File: src/sv/gta_pkg.sv
// Shared constants, codes and control types for the greedy tile assigner.
// No dependencies; every other file of the block imports this package.
package gta_pkg;

  // Sizing of the block
  localparam int MAX_GRID_SIDE = 64;
  localparam int MAX_RADIUS    = 8;
  localparam int TILE_ID_BITS  = 16;

  // Fixed field widths of the channels and registers
  localparam int OP_W       = 2;
  localparam int POS_W      = 6;
  localparam int TILE_W     = 16;
  localparam int DIST_W     = 32;
  localparam int STATUS_W   = 3;
  localparam int COST_W     = 48;
  localparam int SIDE_W     = 7;
  localparam int RADIUS_W   = 4;
  localparam int CFG_IDX_W  = 2;
  localparam int CFG_DATA_W = 7;

  // Register reset values
  localparam int GRID_WIDTH_RST  = 64;
  localparam int GRID_HEIGHT_RST = 64;
  localparam int RADIUS_RST      = 4;

  // Derived widths
  localparam int CELLS   = MAX_GRID_SIDE * MAX_GRID_SIDE;
  localparam int CELL_W  = $clog2(CELLS);
  localparam int MEM_W   = TILE_ID_BITS + 1;
  localparam int GS_W    = $clog2(MAX_GRID_SIDE + 1);
  localparam int SCMP_W  = (SIDE_W > GS_W) ? SIDE_W : GS_W;
  localparam int RAD_W   = $clog2(MAX_RADIUS + 1);
  localparam int RCMP_W  = (RADIUS_W > RAD_W) ? RADIUS_W : RAD_W;
  localparam int OFF_W   = $clog2(MAX_RADIUS) + 1;
  localparam int COORD_W = ((POS_W > SCMP_W) ? POS_W : SCMP_W) + OFF_W + 1;
  localparam int D2_W    = 2 * OFF_W + 1;
  localparam int LIM_W   = 2 * RAD_W;

  typedef enum logic [OP_W-1:0] {
    OP_OFFER = 2'd0,
    OP_READ  = 2'd1,
    OP_CLEAR = 2'd2
  } gta_op_t;

  typedef enum logic [STATUS_W-1:0] {
    STS_ACCEPTED = 3'd0,
    STS_TAKEN    = 3'd1,
    STS_CONFLICT = 3'd2,
    STS_DONE     = 3'd3,
    STS_BAD_POS  = 3'd4
  } gta_status_t;

  typedef enum logic [CFG_IDX_W-1:0] {
    CFG_GRID_WIDTH  = 2'd0,
    CFG_GRID_HEIGHT = 2'd1,
    CFG_RADIUS      = 2'd2
  } gta_cfg_idx_t;

  // Where the reported cell contents come from
  typedef enum logic [1:0] {
    RES_EMPTY   = 2'd0,
    RES_STORED  = 2'd1,
    RES_OFFERED = 2'd2
  } gta_res_src_t;

  typedef enum logic [3:0] {
    ST_INIT,
    ST_IDLE,
    ST_DISPATCH,
    ST_CLEAR,
    ST_CENTER,
    ST_SCAN,
    ST_DRAIN,
    ST_DECIDE,
    ST_REPLY
  } gta_state_t;

  // Commands from the controller to the datapath
  typedef struct packed {
    logic         load_item;
    logic         sweep_write;
    logic         cost_clear;
    logic         scan_init;
    logic         scan_step;
    logic         commit;
    logic         res_set;
    gta_status_t  res_status;
    gta_res_src_t res_src;
    logic         load_out;
  } gta_cmd_t;

  // Status from the datapath to the controller
  typedef struct packed {
    logic [OP_W-1:0] op;
    logic            in_bounds;
    logic            center_taken;
    logic            rad_zero;
    logic            scan_last;
    logic            sweep_last;
    logic            conflict;
    logic            out_free;
  } gta_stat_t;

endpackage

File: src/sv/gta_ctrl.sv
// Controller of the tile assigner: sequences sweep, lookup, neighbor scan,
// commit and reply for each transaction. Uses gta_pkg command/status types.
module gta_ctrl (
  input  logic               clk,
  input  logic               rst_n,
  input  logic               in_valid,
  output logic               in_ready,
  input  gta_pkg::gta_stat_t stat,
  output gta_pkg::gta_cmd_t  cmd
);
  import gta_pkg::*;

  gta_state_t state_r;
  gta_state_t state_nxt;

  always_ff @(posedge clk) begin
    if (!rst_n) begin
      state_r <= ST_INIT;
    end else begin
      state_r <= state_nxt;
    end
  end

  // Next state
  always_comb begin
    state_nxt = state_r;
    unique case (state_r)
      ST_INIT: begin
        if (stat.sweep_last) state_nxt = ST_IDLE;
      end
      ST_IDLE: begin
        if (in_valid) state_nxt = ST_DISPATCH;
      end
      ST_DISPATCH: begin
        if (stat.op == OP_CLEAR) begin
          state_nxt = ST_CLEAR;
        end else if ((stat.op == OP_OFFER || stat.op == OP_READ) && stat.in_bounds) begin
          state_nxt = ST_CENTER;
        end else begin
          state_nxt = ST_REPLY;
        end
      end
      ST_CLEAR: begin
        if (stat.sweep_last) state_nxt = ST_REPLY;
      end
      ST_CENTER: begin
        if (stat.op == OP_OFFER && !stat.center_taken) begin
          state_nxt = stat.rad_zero ? ST_DECIDE : ST_SCAN;
        end else begin
          state_nxt = ST_REPLY;
        end
      end
      ST_SCAN: begin
        if (stat.scan_last) state_nxt = ST_DRAIN;
      end
      ST_DRAIN:  state_nxt = ST_DECIDE;
      ST_DECIDE: state_nxt = ST_REPLY;
      ST_REPLY: begin
        if (stat.out_free) state_nxt = ST_IDLE;
      end
      default: state_nxt = ST_IDLE;
    endcase
  end

  // Commands
  always_comb begin
    cmd      = '0;
    in_ready = 1'b0;
    unique case (state_r)
      ST_INIT: cmd.sweep_write = 1'b1;
      ST_IDLE: begin
        in_ready      = 1'b1;
        cmd.load_item = in_valid;
      end
      ST_DISPATCH: begin
        if (stat.op == OP_OFFER || stat.op == OP_READ) begin
          if (!stat.in_bounds) begin
            cmd.res_set    = 1'b1;
            cmd.res_status = STS_BAD_POS;
            cmd.res_src    = RES_EMPTY;
          end
        end else if (stat.op != OP_CLEAR) begin
          cmd.res_set    = 1'b1;
          cmd.res_status = STS_DONE;
          cmd.res_src    = RES_EMPTY;
        end
      end
      ST_CLEAR: begin
        cmd.sweep_write = 1'b1;
        if (stat.sweep_last) begin
          cmd.cost_clear = 1'b1;
          cmd.res_set    = 1'b1;
          cmd.res_status = STS_DONE;
          cmd.res_src    = RES_EMPTY;
        end
      end
      ST_CENTER: begin
        if (stat.op == OP_OFFER && !stat.center_taken) begin
          cmd.scan_init = !stat.rad_zero;
        end else begin
          cmd.res_set    = 1'b1;
          cmd.res_status = (stat.op == OP_READ) ? STS_DONE : STS_TAKEN;
          cmd.res_src    = RES_STORED;
        end
      end
      ST_SCAN: cmd.scan_step = 1'b1;
      ST_DRAIN: ;
      ST_DECIDE: begin
        cmd.res_set = 1'b1;
        if (stat.conflict) begin
          cmd.res_status = STS_CONFLICT;
          cmd.res_src    = RES_EMPTY;
        end else begin
          cmd.commit     = 1'b1;
          cmd.res_status = STS_ACCEPTED;
          cmd.res_src    = RES_OFFERED;
        end
      end
      ST_REPLY: cmd.load_out = stat.out_free;
      default: ;
    endcase
  end

  // Never overwrite a result the receiver has not taken
  a_load_out_free: assert property (@(posedge clk) disable iff (!rst_n)
    cmd.load_out |-> stat.out_free)
    else $error("result loaded while output register still full");

  // A commit never competes with a clearing write for the memory port
  a_write_excl: assert property (@(posedge clk) disable iff (!rst_n)
    cmd.commit |-> !cmd.sweep_write)
    else $error("commit and sweep write in the same cycle");

  // The scan runs until its last offset
  a_scan_stay: assert property (@(posedge clk) disable iff (!rst_n)
    (state_r == ST_SCAN && !stat.scan_last) |=> (state_r == ST_SCAN))
    else $error("neighbor scan left early");

  // Decisions follow a drained scan or a skipped scan
  a_decide_from: assert property (@(posedge clk) disable iff (!rst_n)
    (state_r == ST_DECIDE) |->
      ($past(state_r) == ST_DRAIN || $past(state_r) == ST_CENTER))
    else $error("decide reached without a completed scan");

endmodule

File: config.mk
export PLATFORM = sky130hd
export DESIGN_NAME = gta_ctrl
export DESIGN_NICKNAME = d
export VERILOG_FILES = /design/src/sv/gta_pkg.sv /design/src/sv/gta_ctrl.sv
export SDC_FILE = /design/constraint.sdc
export NUM_CORES = 1
export LEC_CHECK = 0
export BUFFER_PORTS_ARGS = -buffer_cell sky130_fd_sc_hd__buf_2
export CAP_MARGIN = 25
export CORE_AREA = 2 2 39 41
export DETAILED_ROUTE_END_ITERATION = 10
export DIE_AREA = 0 0 41 43
export PLACE_DENSITY = 0.69
export SLEW_MARGIN = 20
export SYNTH_ARGS = -nofsm -noshare
export SYNTH_HDL_FRONTEND = slang
export SYNTH_SLANG_ARGS = --single-unit
File: constraint.sdc
create_clock -name clk -period 1.6 [get_ports clk]
set_input_delay 0.16 -clock clk [delete_from_list [all_inputs] [get_ports clk]]
set_output_delay 0.16 -clock clk [all_outputs]
set_load 0.01 [all_outputs]
# After elaboration in Yosys (flattened, before gate mapping)
# Index checks and enable logic that the tools add are counted.
[word_totals]
reg_bits = 4
inputBits = 12
out_inout_bits = 14
wordCells = 55
[classes]
eq_ne = 16
muxes = 29
n_reduce_logical = 9
[ops]
columns = ["op", "count"]
rows = [
  ["two-way mux 4 bit", 9],
  ["one-hot mux 4 bit (9 select lines)", 1],
  ["two-way mux 6 bit", 5],
  ["one-hot mux 6 bit (4 select lines)", 1],
  ["equality test 4 x 3 -> 1 bit (second input constant)", 4],
  ["inequality test 2 bit (second input constant)", 6],
  ["two-way mux 1 bit", 11],
  ["equality test 4 x 2 -> 1 bit (second input constant)", 2],
  ["AND reduction 5 bit", 1],
  ["equality test 4 x 1 -> 1 bit (second input constant)", 1],
  ["equality test 4 bit (second input constant)", 1],
  ["logical NOT 4 bit", 1],
  ["two-way mux 2 bit", 2],
  ["equality test 2 x 1 -> 1 bit (second input constant)", 1],
  ["equality test 2 bit (second input constant)", 1],
  ["logical AND 1 bit", 2],
  ["logical NOT 1 bit", 2],
  ["logical NOT 2 bit", 1],
  ["OR reduction 2 bit", 1],
  ["logical OR 1 bit", 1],
]

# Longest topological paths before layout
[depth]
depth_word = 6
depth_mapped = 4
depth_no_buf = 3

# Worst setup path after synthesis
# No wires, ideal clock.
[synth_timing]
path_type = "reg-to-output"
start = "reg state_r[0]"
end = "out cmd[7] (netlist name)"
t_arrival_ps = 1190
required_ps = 1440
slack_ps = 250
path_stages_with_launch = 5
n_path_buf = 2
path_cell_list = "dfxtp_1 -> buf_2 -> nand2_1 -> nor3_1 -> buf_4"
[synth_rtl]
columns = ["item", "line", "text"]
rows = [
  ["start: declaration", "gta_ctrl.sv:13", "gta_state_t state_r;"],
  ["start signal: assignment", "gta_ctrl.sv:20", "state_r <= state_nxt;"],
  ["end: declaration", "gta_ctrl.sv:9", "output gta_pkg::gta_cmd_t cmd"],
]

==> impl_results.md <==
* Max clock buf depth at 2
* Min-Delay Path Class: input pin to register
* Crit. End Element: output pin
* CP max stage cell: dfxtp_4
* Num CTS Buffers at 3
* Psw at 0.104 mW
* Seq pwr share at 31.5%
* Clock Root Buffer: clkbuf_4
* H-tree depth at 1
* Largest regs: state_r: 4 flops
* Dpl cell area at between 600 and 700 µm²
* Design Power at 0.348 mW
* Critical path class: register to output pin
* MaxCap Viol Count at 0
* Biggest register: state_r
* Arrival time worst endpoint at 1440 ps
* Reg clk slew, reported paths at 40 ps
* Placer congestion estimate at approximately 0.84
* CP top delay family: flip-flops
* Max FFs per register at 4
* Slew margin rel. at 77.0%
* Clock skew at between 3 and 4 ps
* Post-DP HPWL at 1080 µm
* Core area at ~0.0014 mm²
* Max Freq at 626 MHz
* Largest net degree at the start of global routing at 11
* Post-Syn Nets at 78
* GR Util All Layers at a little under a fifth
* Layout cells sized above 1 at 55.4%
* WL final at 1530 µm
* Clock power frac at 36.0%
* Critical Path, Cell by Cell: nor4b_4, a32oi_2, o21ai_1, buf_2
* Placed cell count at 106
* Final setup violation count at 0
* Layout Cells excl Fill at roughly 120
* Synth Warn # at 0
* Detailed-route DRC error count at 0
* Sequential share of the synthesized area at 15.6%
* Worst slew pin tran at 343 ps
* Die width at 41 µm
* # fillers at 124
* Worst path bufs/invs at 1
* WL/cell at 13.1 µm
* Post-layout util at 56.9%
* ANT nets after route at 0
* Area grow syn2layout at 53.8%
* Number of global-route vias before repair at 523
* Initial Util at between 30% and 40%
* Post-Route Setup TNS at 0 ps
* Site row count at 14
* Unrepaired setup endpoints after global routing: yes
* Worst Setup Start Kind: register
* Design area at 787 µm²
* Power Density at between 400 and 500 mW/mm²
* Die height at roughly 43 µm
* Internal power at 0.244 mW
* Global route total overflow at 0
* R2R Setup Slk at 130 ps
* Port bufs at 25
* Worst EP required at 1440 ps
* Hold-fix buffers, CTS at 0
* I/O pins at 26
* Post-Synthesis Cells at 66
* Clock Latency Late Sink at 230 ps
* FF+latch count, synth at 4
* Critical path's largest stage delay at 380 ps
* Pins over their slew limit at 0
* Nets@finish at 115
* Worst hold margin at 189 ps
* Gate power share at 32.5%
* First-pass iteration count of the detailed router at 4
* P_leak at 0.372 nW
* Final hold vios at 0
* Worst setup margin at 2.99 ps
* Die area at 0.00176 mm²
* Post-layout min period at between 1500 and 2000 ps
* First-pass GRT wire length at 2200 µm
* Antenna violations before repair at 0
* Syn Std Cell Area at 512 µm²
* Library cells used by synthesis at 34
* Antenna diode count at 0
* Place WS at 130 ps
* Sw Share at 29.9%
* Worst ir drop on vdd at 0.297 mV
* Vias/cell at ~5.4
* Mean Syn Cell Area at 7.75 µm²
* CTS tree: yes
* Initial detailed-routing violation count at 6
* Fin crit share at 99.8%
* Max FO, Critical Path at 8
* Clk sinks at 4
* Vias post-DR at ~630
* Status: finished, final reports clean
[layout by cell type (no fill, tap or decap), types with 2 or more instances in the layout]
| cell | synthesis | layout |
|---|---|---|
| buf_2 | 2 | 25 |
| and2_1 | 3 | 3 |
| nand3b_1 | 4 | 4 |
| buf_4 | 1 | 12 |
| nand3_1 | 2 | 2 |
| nor2_1 | 3 | 3 |
| o211ai_1 | 4 | 4 |
| clkbuf_4 | 0 | 3 |
| mux2i_1 | 2 | 2 |
| nand2_1 | 3 | 3 |
| nor3_2 | 1 | 3 |
| a21oi_1 | 2 | 2 |
| nand2b_1 | 4 | 3 |
| inv_1 | 4 | 4 |
| dfxtp_2 | 0 | 2 |
| o21ai_1 | 3 | 3 |
| a21o_1 | 3 | 3 |
| dfxtp_4 | 0 | 2 |
[layer usage]
metal / share of wire, % / vias to the layer above / GRT usage [%]
met5: 0 / - / 0
met4: 0 / 0 / 8.00
met3: 4.2 / 0 / 4.71
met2: 55 / 17 / 28.7
met1: 41 / 295 / 22.1
li1: - / 320 / -
[synth_stat cells, drive strengths merged]
master	n	area, µm²
buf	5	40.0
dfxtp	4	80.1
inv	4	15.0
nand2b	4	25.0
nand3b	4	30.0
nor3	4	25.0
o211ai	4	30.0
a21o	3	22.5
and2	3	18.8
nand2	3	11.3
nor2	3	11.3
o21ai	3	15.0
a21oi	2	10.0
a41oi	2	25.0
mux2i	2	20.0
nand3	2	10.0
nor4b	2	23.8
a211oi	1	7.51
a311oi	1	15.0
a31oi	1	6.26
a32oi	1	8.76
and2b	1	7.51
and3	1	6.26
nand4	1	6.26
nor3b	1	7.51
nor4	1	6.26
nor4bb	1	10.0
or2	1	6.26
or3	1	11.3
[power groups by stage]
| stage | clock [mW] | combinational, mW | sequential [mW] |
|---|---|---|---|
| 6_report | 0.125 | 0.113 | 0.110 |
| 5_1_grt | 0.135 | 0.124 | 0.110 |
| 4_1_cts | 0.131 | 0.0996 | 0.113 |
| 3_5_place_dp | 0 | 0.0945 | 0.112 |
| 3_3_place_gp | 0 | 0.0928 | 0.112 |
| 2_1_floorplan | 0 | 0.0567 | 0.109 |
[worst paths after layout]
check	start	end	cells after the start
max reg2reg	state_r[2]	state_r[3]	5
max	state_r[2]	cmd[4]	4
min reg2reg	state_r[1]	state_r[3]	2
min	rst_n	state_r[1]	3
[worst min-delay path, stage by stage]
cell and delay [ps]:
buf_2 110, nand2_1 80, a311oi_2 40
[cells by family (layout without fill, tap and decap cells)]
logic type      count (synthesis)  after routing  synth area share [%]
compound gates                 18             18                  27.4
simple gates                   33             33                  42.3
flops                           4              4                  15.6
buf+inv                         9             44                  10.8
mux                             2              2                  3.91
[cell type report]
cell class | count | area (µm²) | area share (%)
flip-flops and latches | 4 | 90.1 | 11.4
clock buffers | 3 | 22.5 | 2.86
inverters | 4 | 15.0 | 1.91
well taps | 16 | 20.0 | 2.54
multi-input cells | 53 | 424 | 53.9
repair buffers | 37 | 215 | 27.3
[repair_timing]
action                                  in CTS  in global routing
cloned                                       0                  0
pin swaps                                    0                  4
resized for setup                            8                  6
setup buffers                                1                  7
hold endpoints to repair                     0                  0
endpoints found under the setup margin       5                  9
(Power assumes the default switching activity.)
